## src/rtl/vcc_pkg.sv

```systemverilog
// ----------------------------------------------------------------------------
// vcc_pkg - shared types and constants for the repeating-key character cipher
// Field widths, register indexes and character codes used by all modules.
// ----------------------------------------------------------------------------
package vcc_pkg;

    // Field and register widths
    localparam int CHAR_W     = 8;
    localparam int SHIFT_W    = 5;
    localparam int POS_W      = 4;
    localparam int LEN_W      = 5;
    localparam int SLOTS_W    = 40;
    localparam int CFG_IDX_W  = 2;
    localparam int CFG_DATA_W = SLOTS_W;
    localparam int IN_USER_W  = 2;

    // Longest key in use
    localparam logic [LEN_W-1:0] KEY_MAX = LEN_W'(16);

    // Configuration register indexes
    typedef logic [CFG_IDX_W-1:0] t_cfg_idx;
    localparam t_cfg_idx CFG_KEY_LENGTH     = t_cfg_idx'(0);
    localparam t_cfg_idx CFG_KEY_SLOTS_LOW  = t_cfg_idx'(1);
    localparam t_cfg_idx CFG_KEY_SLOTS_HIGH = t_cfg_idx'(2);

    // Reset values of the configuration registers
    localparam logic [LEN_W-1:0]   KEY_LENGTH_RST     = LEN_W'(1);
    localparam logic [SLOTS_W-1:0] KEY_SLOTS_LOW_RST  = SLOTS_W'(1);
    localparam logic [SLOTS_W-1:0] KEY_SLOTS_HIGH_RST = SLOTS_W'(0);

    // Character codes
    localparam logic [CHAR_W-1:0]  CH_UPPER_A = 8'h41;
    localparam logic [CHAR_W-1:0]  CH_UPPER_Z = 8'h5A;
    localparam logic [CHAR_W-1:0]  CH_LOWER_A = 8'h61;
    localparam logic [CHAR_W-1:0]  CH_LOWER_Z = 8'h7A;
    localparam logic [CHAR_W-1:0]  CH_NEWLINE = 8'h0A;
    localparam logic [SHIFT_W-1:0] ALPHA      = SHIFT_W'(26);

    // Cipher direction
    typedef enum logic {
        MODE_ENC = 1'b0,
        MODE_DEC = 1'b1
    } t_mode;

    // Per-item payload held between the key stage and the transform stage
    typedef struct packed {
        t_mode               mode;
        logic [CHAR_W-1:0]   chr;
        logic [SHIFT_W-1:0]  shift;
    } t_stage;

endpackage

```

## src/rtl/vcc_key_sched.sv

```systemverilog
// ----------------------------------------------------------------------------
// vcc_key_sched - key registers and key position counter
// Holds the configuration words, picks the shift for the current item and
// advances the key position on every accepted item.
// ----------------------------------------------------------------------------
module vcc_key_sched (
    input  logic                        i_clk,
    input  logic                        i_rst_n,
    input  logic                        i_cfg_we,
    input  vcc_pkg::t_cfg_idx           i_cfg_idx,
    input  logic [vcc_pkg::CFG_DATA_W-1:0] i_cfg_data,
    input  logic                        i_advance,
    input  logic                        i_restart,
    output logic [vcc_pkg::SHIFT_W-1:0] o_shift
);
    import vcc_pkg::*;

    logic [LEN_W-1:0]   r_key_length;
    logic [SLOTS_W-1:0] r_slots_low;
    logic [SLOTS_W-1:0] r_slots_high;
    logic [POS_W-1:0]   r_pos;
    logic [POS_W-1:0]   n_pos;

    logic [LEN_W-1:0]   eff_len;
    logic [POS_W-1:0]   cur_pos;
    logic [LEN_W-1:0]   pos_inc;
    logic [SLOTS_W-1:0] slot_word;

    // Clamp the key length into 1..KEY_MAX
    always_comb begin
        if (r_key_length == '0) begin
            eff_len = LEN_W'(1);
        end else if (r_key_length > KEY_MAX) begin
            eff_len = KEY_MAX;
        end else begin
            eff_len = r_key_length;
        end
    end

    // Pick the position for this item and the one after it
    always_comb begin
        if (i_restart || ({1'b0, r_pos} >= eff_len)) begin
            cur_pos = '0;
        end else begin
            cur_pos = r_pos;
        end
        pos_inc = {1'b0, cur_pos} + LEN_W'(1);
        if (pos_inc >= eff_len) begin
            n_pos = '0;
        end else begin
            n_pos = pos_inc[POS_W-1:0];
        end
    end

    // Select the five-bit shift slot
    assign slot_word = cur_pos[POS_W-1] ? r_slots_high : r_slots_low;
    assign o_shift   = slot_word[SHIFT_W * cur_pos[POS_W-2:0] +: SHIFT_W];

    // Hold configuration words and advance the position
    always_ff @(posedge i_clk) begin
        if (!i_rst_n) begin
            r_key_length <= KEY_LENGTH_RST;
            r_slots_low  <= KEY_SLOTS_LOW_RST;
            r_slots_high <= KEY_SLOTS_HIGH_RST;
            r_pos        <= '0;
        end else begin
            if (i_cfg_we) begin
                case (i_cfg_idx)
                    CFG_KEY_LENGTH:     r_key_length <= i_cfg_data[LEN_W-1:0];
                    CFG_KEY_SLOTS_LOW:  r_slots_low  <= i_cfg_data[SLOTS_W-1:0];
                    CFG_KEY_SLOTS_HIGH: r_slots_high <= i_cfg_data[SLOTS_W-1:0];
                    default: ;
                endcase
            end
            if (i_advance) begin
                r_pos <= n_pos;
            end
        end
    end

endmodule

```

## src/rtl/vcc_xform.sv

```systemverilog
// ----------------------------------------------------------------------------
// vcc_xform - per-character shift
// Letters rotate within their own case, newline passes, other bytes add or
// subtract the raw shift modulo 256.
// ----------------------------------------------------------------------------
module vcc_xform (
    input  vcc_pkg::t_mode              i_mode,
    input  logic [vcc_pkg::CHAR_W-1:0]  i_char,
    input  logic [vcc_pkg::SHIFT_W-1:0] i_shift,
    output logic [vcc_pkg::CHAR_W-1:0]  o_char
);
    import vcc_pkg::*;

    logic               is_upper;
    logic               is_lower;
    logic [CHAR_W-1:0]  base;
    logic [SHIFT_W-1:0] s_red;
    logic [SHIFT_W-1:0] off;
    logic [SHIFT_W:0]   sum;
    logic [SHIFT_W-1:0] new_off;

    assign is_upper = (i_char >= CH_UPPER_A) && (i_char <= CH_UPPER_Z);
    assign is_lower = (i_char >= CH_LOWER_A) && (i_char <= CH_LOWER_Z);
    assign base     = is_upper ? CH_UPPER_A : CH_LOWER_A;

    // Bring the shift into 0..25 and rotate the letter offset
    always_comb begin
        s_red = (i_shift >= ALPHA) ? (i_shift - ALPHA) : i_shift;
        off   = SHIFT_W'(i_char - base);
        if (i_mode == MODE_DEC) begin
            sum = (off >= s_red) ? ({1'b0, off} - {1'b0, s_red})
                                 : ({1'b0, off} + {1'b0, ALPHA} - {1'b0, s_red});
        end else begin
            sum = {1'b0, off} + {1'b0, s_red};
            if (sum >= {1'b0, ALPHA}) begin
                sum = sum - {1'b0, ALPHA};
            end
        end
        new_off = sum[SHIFT_W-1:0];
    end

    // Choose letter, newline or plain byte result
    always_comb begin
        if (i_char == CH_NEWLINE) begin
            o_char = i_char;
        end else if (is_upper || is_lower) begin
            o_char = base + {{(CHAR_W-SHIFT_W){1'b0}}, new_off};
        end else if (i_mode == MODE_DEC) begin
            o_char = i_char - {{(CHAR_W-SHIFT_W){1'b0}}, i_shift};
        end else begin
            o_char = i_char + {{(CHAR_W-SHIFT_W){1'b0}}, i_shift};
        end
    end

endmodule

```

## src/rtl/vigenere_char_cipher_core.sv

```systemverilog
// ----------------------------------------------------------------------------
// vigenere_char_cipher_core - repeating-key character cipher, one byte a cycle when not stalled
//
// Input stream: s_axis_tdata carries the character, s_axis_tuser carries the
// mode bit (0 encipher, 1 decipher) and the restart flag. Output stream:
// m_axis_tdata carries the transformed character. Every input item gives
// exactly one output item, in order.
// Key setup goes through the write port (i_cfg_we, i_cfg_idx, i_cfg_data):
// index 0 key length, 1 shifts 0..7, 2 shifts 8..15, five bits per shift.
// Write it only while no item is in flight.
// An item passes two register stages, the key stage and then the transform
// stage: the key stage picks the shift and moves the key position, the
// transform stage registers the result. Throughput is one item per cycle
// while the receiver does not stall, set by the two-register pipeline with
// a valid bit per stage.
// When the receiver stalls, the output register holds its item and the
// pipeline keeps filling until both stages are full; s_axis_tready then
// drops. Reset empties the pipeline, sets key length 1, shift slot 0 to 1,
// the rest to 0 and the key position to 0.
// ----------------------------------------------------------------------------
module vigenere_char_cipher_core (
    input  logic                          i_clk,
    input  logic                          i_rst_n,
    // Configuration write port
    input  logic                          i_cfg_we,
    input  vcc_pkg::t_cfg_idx             i_cfg_idx,
    input  logic [vcc_pkg::CFG_DATA_W-1:0] i_cfg_data,
    // Input stream
    input  logic                          s_axis_tvalid,
    output logic                          s_axis_tready,
    input  logic [vcc_pkg::CHAR_W-1:0]    s_axis_tdata,   // [7:0] char_in
    input  logic [vcc_pkg::IN_USER_W-1:0] s_axis_tuser,   // [0] mode, [1] restart
    // Output stream
    output logic                          m_axis_tvalid,
    input  logic                          m_axis_tready,
    output logic [vcc_pkg::CHAR_W-1:0]    m_axis_tdata    // [7:0] char_out
);
    import vcc_pkg::*;

    logic               s_accept;
    logic               stage_move;
    logic               out_free;
    logic [SHIFT_W-1:0] key_shift;
    logic [CHAR_W-1:0]  xf_char;

    logic               r_stage_valid;
    t_stage             r_stage;
    logic               r_out_valid;
    logic [CHAR_W-1:0]  r_out_char;

    // Handshake chain: output register frees the stage, stage frees the input
    assign out_free      = !r_out_valid || m_axis_tready;
    assign stage_move    = r_stage_valid && out_free;
    assign s_axis_tready = !r_stage_valid || out_free;
    assign s_accept      = s_axis_tvalid && s_axis_tready;

    // Key selection and position counter
    vcc_key_sched u_key_sched (
        .i_clk      (i_clk),
        .i_rst_n    (i_rst_n),
        .i_cfg_we   (i_cfg_we),
        .i_cfg_idx  (i_cfg_idx),
        .i_cfg_data (i_cfg_data),
        .i_advance  (s_accept),
        .i_restart  (s_axis_tuser[1]),
        .o_shift    (key_shift)
    );

    // Character transform
    vcc_xform u_xform (
        .i_mode  (r_stage.mode),
        .i_char  (r_stage.chr),
        .i_shift (r_stage.shift),
        .o_char  (xf_char)
    );

    // Capture the item with its shift
    always_ff @(posedge i_clk) begin
        if (!i_rst_n) begin
            r_stage_valid <= 1'b0;
        end else if (s_axis_tready) begin
            r_stage_valid <= s_axis_tvalid;
        end
    end

    always_ff @(posedge i_clk) begin
        if (s_accept) begin
            r_stage.mode  <= t_mode'(s_axis_tuser[0]);
            r_stage.chr   <= s_axis_tdata;
            r_stage.shift <= key_shift;
        end
    end

    // Hold the result until the receiver takes it
    always_ff @(posedge i_clk) begin
        if (!i_rst_n) begin
            r_out_valid <= 1'b0;
        end else if (out_free) begin
            r_out_valid <= r_stage_valid;
        end
    end

    always_ff @(posedge i_clk) begin
        if (stage_move) begin
            r_out_char <= xf_char;
        end
    end

    assign m_axis_tvalid = r_out_valid;
    assign m_axis_tdata  = r_out_char;

endmodule
```

## config.mk

```make
export PLATFORM = sky130hd
export DESIGN_NAME = vigenere_char_cipher_core
export DESIGN_NICKNAME = d
export VERILOG_FILES = /design/src/rtl/vcc_pkg.sv /design/src/rtl/vcc_key_sched.sv /design/src/rtl/vcc_xform.sv /design/src/rtl/vigenere_char_cipher_core.sv
export SDC_FILE = /design/constraint.sdc
export NUM_CORES = 1
export LEC_CHECK = 0
export BUFFER_PORTS_ARGS = -buffer_cell sky130_fd_sc_hd__buf_4
export CAP_MARGIN = 5
export CORE_MARGIN = 5
export CORE_UTILIZATION = 30
export CTS_CLUSTER_SIZE = 20
export DETAILED_ROUTE_END_ITERATION = 8
export RECOVER_POWER = 25
export SLEW_MARGIN = 20
export SYNTH_ARGS = -nofsm -noshare
export SYNTH_HDL_FRONTEND = slang
export SYNTH_HIERARCHICAL = 1
export SYNTH_SLANG_ARGS = --single-unit
```

## constraint.sdc

```tcl
create_clock -name i_clk -period 6.5 [get_ports i_clk]
set_input_delay 1.3 -clock i_clk [delete_from_list [all_inputs] [get_ports i_clk]]
set_output_delay 1.3 -clock i_clk [all_outputs]
set_load 0.01 [all_outputs]
```

==> impl_summary.md, run 1 <==
Run status
The run finished, with violations left. The final reports fail on capacitance limit, slew limit.

STA
For this run, the top clock speed supported by timing is 225 MHz. The number of max-slew violations in the final report is 79. The worst slack on hold paths is 0.460 ns. The final-report hold violation count was 0. The final period utilization is 0.684. Setup repair after global routing left no endpoint under its margin.

The worst-margin pin slew is ~2.8 ns. In the final timing run, aggregate negative setup slack is 0 ns. The relative slew slack is -0.866. After layout, the minimum clock period comes to between 4 and 5 ns. Once routing completed, OpenROAD measured the worst setup slack at 2.05 ns.

The final-report setup violation count is 0. The clock arrives with just under 0.009 ns of skew.

Layout
The ratio of cells with drive above 1 in the final layout is 0.165. After the last flow step, the layout net total stands at 907. The multi-input combinational cell area is between 3000 and 4000 µm².

The combined flip-flop and latch cell area is 2480 µm². The synthesis-to-finish area growth is 19.1%. 0 antenna diodes ended up in the layout. The number of cells in the finished layout apart from fillers is 1,099. The filler cells instantiated in the layout total roughly 2,300.

GRT
The number of global-route vias before repair is about 5,300. The number of antenna violations at the first check in global routing is 0. The first global-routing pass estimated 27,300 µm of wire. The total congestion overflow after global routing is 0. In the global route stage, overall resource usage came out at 0.137.

Entering global routing, the biggest net connects 79 pins.

Synth
The number of warnings issued by yosys is 6. In this run, synthesis produced a sequential element count of approximately 110. In the synthesized netlist, the number of instances is 757. The count of distinct cell types in the synthesized netlist is 72. The sequential element share of the synthesized area is 0.375.

Of all cell types, the one taking the most synthesized area is sky130_fd_sc_hd__dfxtp_1. The share of synthesized area in the top cell type comes to 0.275. The mean post-synth cell area is approximately 8.7 µm².

The post-synth design cell area is 6620 µm². When the netlist entered floorplanning its net count stood at between 800 and 900. By area the synthesized netlist is led by sky130_fd_sc_hd__dfxtp_1, sky130_fd_sc_hd__edfxtp_1, sky130_fd_sc_hd__nand2_1, sky130_fd_sc_hd__a21boi_0, sky130_fd_sc_hd__ha_1. The share of flip-flops with an asynchronous set or reset is 0. For this run, the leading register cell type out of synthesis is sky130_fd_sc_hd__dfxtp_1. The number of flops mapped to enable cells by yosys is 22.

Job
The max-cap check violation count is 1.

Worst setup path
The critical path is of the in -> reg type. The setup slack of the most critical reg-to-reg path is 2.36 ns. The critical path goes through clkbuf_1 > inv_1 > nor2_1 > a32o_1. The worst endpoint data arrival time is 4.79 ns. The data required time at the worst endpoint is 6.85 ns. The largest single stage delay on the critical path is 1.94 ns.

STA classifies the critical path endpoint as a flip-flop. The sort of element at the start of the critical path is an input port. The library cell contributing the largest single delay on the critical path is sky130_fd_sc_hd__clkbuf_1.

The maximum net fanout on the critical path is 78.

CTS
The TritonCTS clock tree is yes. After clock tree synthesis, the setup repair step added 0 buffers. The clock root buffer is sky130_fd_sc_hd__clkbuf_16. In this run the number of H-tree levels came out at 4. At the later pin of the worst-skew pair, clock insertion delay measures between 0.4 and 0.5 ns. The total clock buffers created by CTS is 17. The worst-case clock buffer depth is 2. For this design, the CTS-stage hold fixing added 0 buffers. The number of gates given a new drive strength after cts is 0. The clock net in this run drives a total of 113 sinks. The clock-pin slew on the worst setup and hold paths is 0.06 ns.

Placed design
Routability-driven placement finished with a final weighted congestion of 0.847. The half-perimeter wire length of the detailed placement result is around 12,000 µm. The placed cell count is between 1,000 and 1,500. The setup slack after placement is between 2 and 2.5 ns. Port buffering added 66 buffers.

Route
In this run the remaining antenna-violating nets after routing total 0. For this run, design rule violations remaining after detail routing come to 0. The routed design has 16,600 µm of wire. Dividing the detail-routed wire length by the instance count gives about 15 µm. The first detailed-routing pass ran for 5 iterations. The first-iteration detailed-routing DRC count is 281. The vias after detailed routing is 5,377. The post-detailed-route via-to-cell ratio is around 4.9.

Floorplanning
The standard-cell row count is 54. The region available for standard cell placement spans between 20,000 and 25,000 µm². The die is 159 µm tall. Pin placement for this block handled 67 I/O pins. The overall die area is 25,100 µm².

For this configuration, the core starts out at a cell density of 0.304. The horizontal extent of the die is 159 µm.

Power and ir drop
The maximum ir drop on the vdd rail is 0.194 mV. Summed over all cells, the static leakage comes to between 2 and 3 nW. Power spread over the standard cell area amounts to 264 nW/µm².

Hold path
The path category of the worst min-delay check is reg -> reg.
flip-flops by register name (all words and copies together), names as in the netlist:
register	count
m_axis_tvalid	1
m_axis_tdata	8
u_key_sched/r_key_length	5
u_key_sched/r_slots_high	40
u_key_sched/r_pos	4
r_stage	14
u_key_sched/r_slots_low	40
r_stage_valid	1
placed cells by master (no fill, tap or decap), types with 4 or more instances in the layout:
cell type	count
sky130_fd_sc_hd__o21ai_1	6
sky130_fd_sc_hd__nor2_2	4
sky130_fd_sc_hd__clkbuf_16	17
sky130_fd_sc_hd__inv_2	5
sky130_fd_sc_hd__fa_1	5
sky130_fd_sc_hd__o32a_1	5
sky130_fd_sc_hd__a211oi_1	16
sky130_fd_sc_hd__a311oi_1	5
sky130_fd_sc_hd__a21boi_0	66
sky130_fd_sc_hd__nor2_1	27
sky130_fd_sc_hd__nand2b_1	6
sky130_fd_sc_hd__nand2_1	175
sky130_fd_sc_hd__nor3_1	7
sky130_fd_sc_hd__clkbuf_4	9
sky130_fd_sc_hd__a21oi_2	4
sky130_fd_sc_hd__dfxtp_1	91
sky130_fd_sc_hd__a21oi_1	39
sky130_fd_sc_hd__xnor2_1	13
sky130_fd_sc_hd__a21o_1	13
sky130_fd_sc_hd__nand3_1	9
sky130_fd_sc_hd__edfxtp_1	22
sky130_fd_sc_hd__and2_1	4
sky130_fd_sc_hd__o22ai_1	10
sky130_fd_sc_hd__nor2b_1	8
sky130_fd_sc_hd__xor2_1	12
sky130_fd_sc_hd__o21ai_0	18
sky130_fd_sc_hd__buf_4	59
sky130_fd_sc_hd__inv_6	7
sky130_fd_sc_hd__ha_1	39
sky130_fd_sc_hd__inv_1	31
sky130_fd_sc_hd__mux4_2	5
sky130_fd_sc_hd__mux2i_1	22
sky130_fd_sc_hd__o211ai_1	6
synthesized netlist by cell type, drive strengths merged, types with 11 or more instances:
library cell  instances
buf                  13
edfxtp               22
xnor2                13
o22ai                11
dfxtp                91
a21o                 13
nor2                 31
mux2i                22
clkbuf               28
ha                   39
inv                  36
a21boi               67
a211oi               17
o21ai                25
a21oi                43
xor2                 12
nand2               175
worst max-delay path, delay by kind of cell:
kind | cells | cell delay (ns)
buffers and inverters | 2 | 2.97
AND/OR/NAND/NOR | 1 | 0.32
AO/OA/AOI/OAI | 1 | 0.16
routing by layer:
metal	global-route usage	share of wire	vias to the layer above
met3	0.0389	0.052	24
met4	0.0406	0.017	0
li1	-	-	2741
met2	0.215	0.46	136
met1	0.185	0.47	2476
met5	0	0	-
worst paths after layout:
path,depth (start not counted),from,end
max reg2reg,15,r_stage[1],m_axis_tdata[2]
min reg2reg,2,u_key_sched/r_slots_high[4],u_key_sched/r_slots_high[4]
max,4,i_rst_n,u_key_sched/r_pos[2]
min,2,u_key_sched/r_slots_high[4],u_key_sched/r_slots_high[4]
metrics by stage:
| step | total power, mW | area [µm²] | utilization |
|---|---|---|---|
| after floorplan | 1.06 | 6620 | - |
| after global placement | 1.16 | 7310 | 0.336 |
| after detailed placement | 1.17 | 7310 | 0.336 |
| after CTS | 2.11 | 7900 | 0.363 |
| after global routing | 2.19 | 7880 | 0.362 |
| final | 2.08 | 7880 | 0.362 |
final cells by class:
cell class | instances | area share
clock buffers | 20 | 0.0592
clock inverters | 12 | 0.0148
inverters | 37 | 0.0176
multi-input cells | 566 | 0.483
flip-flops and latches | 113 | 0.315
well taps | 280 | 0.0445
repair buffers | 71 | 0.0662
where the power goes:
part | internal (mW) | leakage [nW] | switching [mW] | total [mW]
clock network | 0.564 | 0.293 | 0.366 | 0.930
registers | 0.749 | 0.952 | 0.0212 | 0.771
logic | 0.171 | 1.73 | 0.211 | 0.382
total | 1.48 | 2.98 | 0.598 | 2.08
cell families (layout without fill, tap and decap cells):
| family | count (synthesis) | after routing | share of synthesized area |
|---|---|---|---|
| compound gates | 212 | 212 | 0.227 |
| xor+xnor | 25 | 25 | 0.0331 |
| fa+ha+maj | 44 | 44 | 0.0889 |
| buf+inv | 78 | 140 | 0.0499 |
| flops | 113 | 113 | 0.375 |
| mux | 27 | 27 | 0.0503 |
| simple gates | 258 | 258 | 0.175 |
Power figures use the tool's default switching activity.
==> run 2: changes to the inputs <==
==> constraint.sdc (replaced) <==
create_clock -name i_clk -period 4.33 [get_ports i_clk]
set_input_delay 0.866 -clock i_clk [delete_from_list [all_inputs] [get_ports i_clk]]
set_output_delay 0.866 -clock i_clk [all_outputs]
set_load 0.01 [all_outputs]
==> impl_summary.md, run 2 (synthesis gave the netlist of run 1 again) <==
Run status
The flow ran to the end, but the final reports show violations. The final reports fail on capacitance limit, slew limit.

Layout
The ratio of cells with drive above 1 in the final layout is 0.166 (+0.00143). The multi-input combinational cell area came to 3810 µm² (+0.20%). The cell area after layout is 7910 µm² (+0.37%). The most common cell after layout, fill and taps aside is sky130_fd_sc_hd__nand2_1.

In the final layout, the registers with the most flip-flops are u_key_sched/r_slots_high (40), u_key_sched/r_slots_low (40), r_stage (14). The library cells used most frequently in the layout, excluding fill and tap cells, are sky130_fd_sc_hd__nand2_1, sky130_fd_sc_hd__dfxtp_1, sky130_fd_sc_hd__a21boi_0. The final design utilization was 0.363 (+0.00132). The area growth from synthesis to layout is 19.5%. The combined flip-flop and latch cell area is 2480 µm² (unchanged).

The number of fillers in the final layout is 2,261 (+0.31%). The number of cells in the finished layout apart from fillers is 1,104 (+0.45%). The net count of the finished layout came to 913 (+0.66%). The antenna diode instance count is 0 (unchanged).

Worst setup path
In this run the worst setup path begins at r_stage[1]. The kind of cell with the highest combined delay along the critical path is compound AO/OA/AOI/OAI gates. The critical path buffer and inverter count was 1 (-1). The longest individual stage delay on the worst path is 0.42 ns (-1.52 ns).

The end of the worst register-to-register path is m_axis_tdata[2]. The sort of element at the start of the critical path is a flip-flop. The setup slack of the most critical reg-to-reg path was 0.36 ns (-2.00 ns).

The maximum net fanout on the critical path is 5 (-94%). STA classifies the critical path endpoint as a flip-flop. The worst setup path is of the reg -> reg kind. The data required time at the worst endpoint is 4.47 ns (-2.38 ns).

The worst endpoint data arrival time was 4.10 ns (-0.69 ns). The library cell contributing the largest single delay on the critical path is sky130_fd_sc_hd__edfxtp_1. The launch instance of the worst register-to-register path is r_stage[1]. The worst reg-to-reg path cell count is 15 (unchanged).

The timing endpoint of the critical path is m_axis_tdata[2]. Traced cell by cell, the critical path runs through inv_1 > ha_1 > a21oi_1 > xnor2_2 > ha_1 > a211o_1 > a21oi_1 > a221oi_4 > a21oi_2 > mux2i_1 > and2_1 > ha_1 > or3_1 > a21oi_1 > a211oi_1. The logic depth of the worst path, buffers included came to 15 (+11).

STA
In the finished design, the share of the clock period the worst path needs comes to 0.916. The worst slack on hold paths is 0.453 ns (-0.00610 ns). The post-route setup TNS is 0 ns (unchanged). The final setup skew came to 0.0138 ns (+0.00484 ns).

The relative slew slack was -0.899 (-0.0331). The final-report hold violation count is 0 (unchanged). The final-report setup violation count is 0 (unchanged). The maximum clock frequency is 252 MHz. The worst-margin pin slew is 2.85 ns (+0.0496 ns). The number of max-slew violations in the final report is 78 (-1.3%). The clock period could shrink to 3.97 ns.

GRT
The global-route wire length before repair is 27,300 µm (-0.20%). The global-route usage over all layers is 0.137 (-0.000349). The total congestion overflow after global routing was 0 (unchanged). The number of antenna violations at the first check in global routing is 0 (unchanged).

The pin count of the biggest net entering global routing is 78 (-1.3%). The number of global-route vias before repair came to 5,327 (-0.26%).

Floorplanning
The overall die area is 25,100 µm² (unchanged). The core area was 21,800 µm² (unchanged). The horizontal extent of the die is 159 µm (unchanged). The total I/O pin count is 67 (unchanged). The initial cell density of the core is 0.304 (unchanged).

The y dimension of the die is 159 µm (unchanged). The standard-cell row count is 54 (unchanged).

Placed design
The routability congestion estimate from global placement is 0.849 (+0.31%). The half-perimeter wire length of the detailed placement result is 11,900 µm (+1.1%). The standard cell area after detailed placement was 7360 µm² (+0.62%). The placed cell count came to 1,073 (+0.56%). The port buffer count is 66 (unchanged).

CTS
The post-CTS setup repair buffer count came to 0 (unchanged). The count of clock tree sinks is 113 (unchanged). The tree is rooted in a sky130_fd_sc_hd__clkbuf_16. The maximum level of the CTS H-tree was 4 (unchanged).

The worst-case clock buffer depth is 2 (unchanged). The clock-pin slew on the worst setup and hold paths came to 0.06 ns (about the same). TritonCTS built the clock tree. The total clock buffers created by CTS was 17 (unchanged). The source-to-sink clock delay at the later pin of the worst-skew pair came to 0.41 ns (about the same). The count of hold-fix buffers inserted at cts is 0 (unchanged).

Power and ir drop
The power per cell area was 392 nW/µm² (+48%). The maximum ir drop on the vdd rail was 0.241 mV (+24%). The total leakage power came to 2.98 nW (+0.28%).

Hold path
The path category of the worst min-delay check is reg -> reg.

Route
The detailed-router iteration count before antenna repair came to 4 (-1). The post-detailed-routing wire length is 16,800 µm (+1.1%). The remaining antenna violation count came to 0 (unchanged). The first-iteration detailed-routing DRC count is 314 (+12%). The routed length per placed instance is 15.2 µm (+0.66%). The number of remaining DRC errors was 0 (unchanged).

The vias after detailed routing is 5,443 (+1.2%). The post-detailed-route via-to-cell ratio is 4.93 (+0.77%).

Job
The max-cap check violation count is 1 (unchanged).
run 2: cell count changes in the layout (fill, tap and decap cells not counted), sizes merged:
| cell | change |
|---|---|
| clkinvlp | +2 |
| clkbuf | +2 |
| clkinv | +1 |
| buf | +4 |
| inv | -4 |
run 2: cell type report:
type	instances	share of cell area
clock buffers	20	0.0592
clock inverters	11	0.0130
inverters	37	0.0176
multi-input cells	566	0.482
flip-flops and latches	113	0.314
well taps	280	0.0443
repair buffers	77	0.0703
run 2: layer usage:
metal / vias to the layer above / routed length [µm] / GRT usage
li1: 2752 / - / -
met1: 2560 / 7680 / 0.179
met2: 120 / 8090 / 0.228
met3: 11 / 863 / 0.0342
met4: 0 / 136 / 0.0329
met5: - / 0 / 0
run 2: worst min path at each step:
stage / start / to / slack, ns / cells past startpoint
finish: u_key_sched/r_slots_high[4] / u_key_sched/r_slots_high[4] / 0.45 / 2
global route: u_key_sched/r_slots_high[11] / u_key_sched/r_slots_high[11] / 0.48 / 2
CTS: u_key_sched/r_slots_high[11] / u_key_sched/r_slots_high[11] / 0.46 / 2
detailed placement: u_key_sched/r_slots_high[12] / u_key_sched/r_slots_high[12] / 0.45 / 2
global placement: u_key_sched/r_slots_high[1] / u_key_sched/r_slots_high[1] / 0.44 / 2
floorplan: u_key_sched/r_slots_high[0] / u_key_sched/r_slots_high[0] / 0.44 / 2
run 2: metrics by stage:
stage / worst slack, ns / power (mW)
CTS: 0.267 / 3.13
floorplan: 0.604 / 1.60
global placement: 0.385 / 1.76
finish: 0.362 / 3.10
global route: -0.0167 / 3.24
detailed placement: 0.284 / 1.76
run 2: what timing repair did:
| item | in CTS | in global routing |
|---|---|---|
| hold endpoints to repair | 0 | 0 |
| setup endpoints to repair | 0 | 4 |
| gates resized for setup | 0 | 1 |
run 2: worst reg2reg max path: cells and delay by family (launching register included):
kind / cells / cell delay [ns]
and+or+nand+nor: 2 / 0.53
buffers and inverters: 1 / 0.19
muxes: 1 / 0.12
adders and majority gates: 3 / 0.81
AOI/OAI and AO/OA: 7 / 1.33
DFF: 1 / 0.42
xor gates and xnor gates: 1 / 0.30
run 2: power by group:
group	switching (mW)	total [mW]	internal, mW	leakage [nW]
Combinational	0.324	0.587	0.263	1.75
Clock	0.515	1.35	0.839	0.279
Sequential	0.0304	1.16	1.13	0.952
Total	0.869	3.10	2.23	2.98
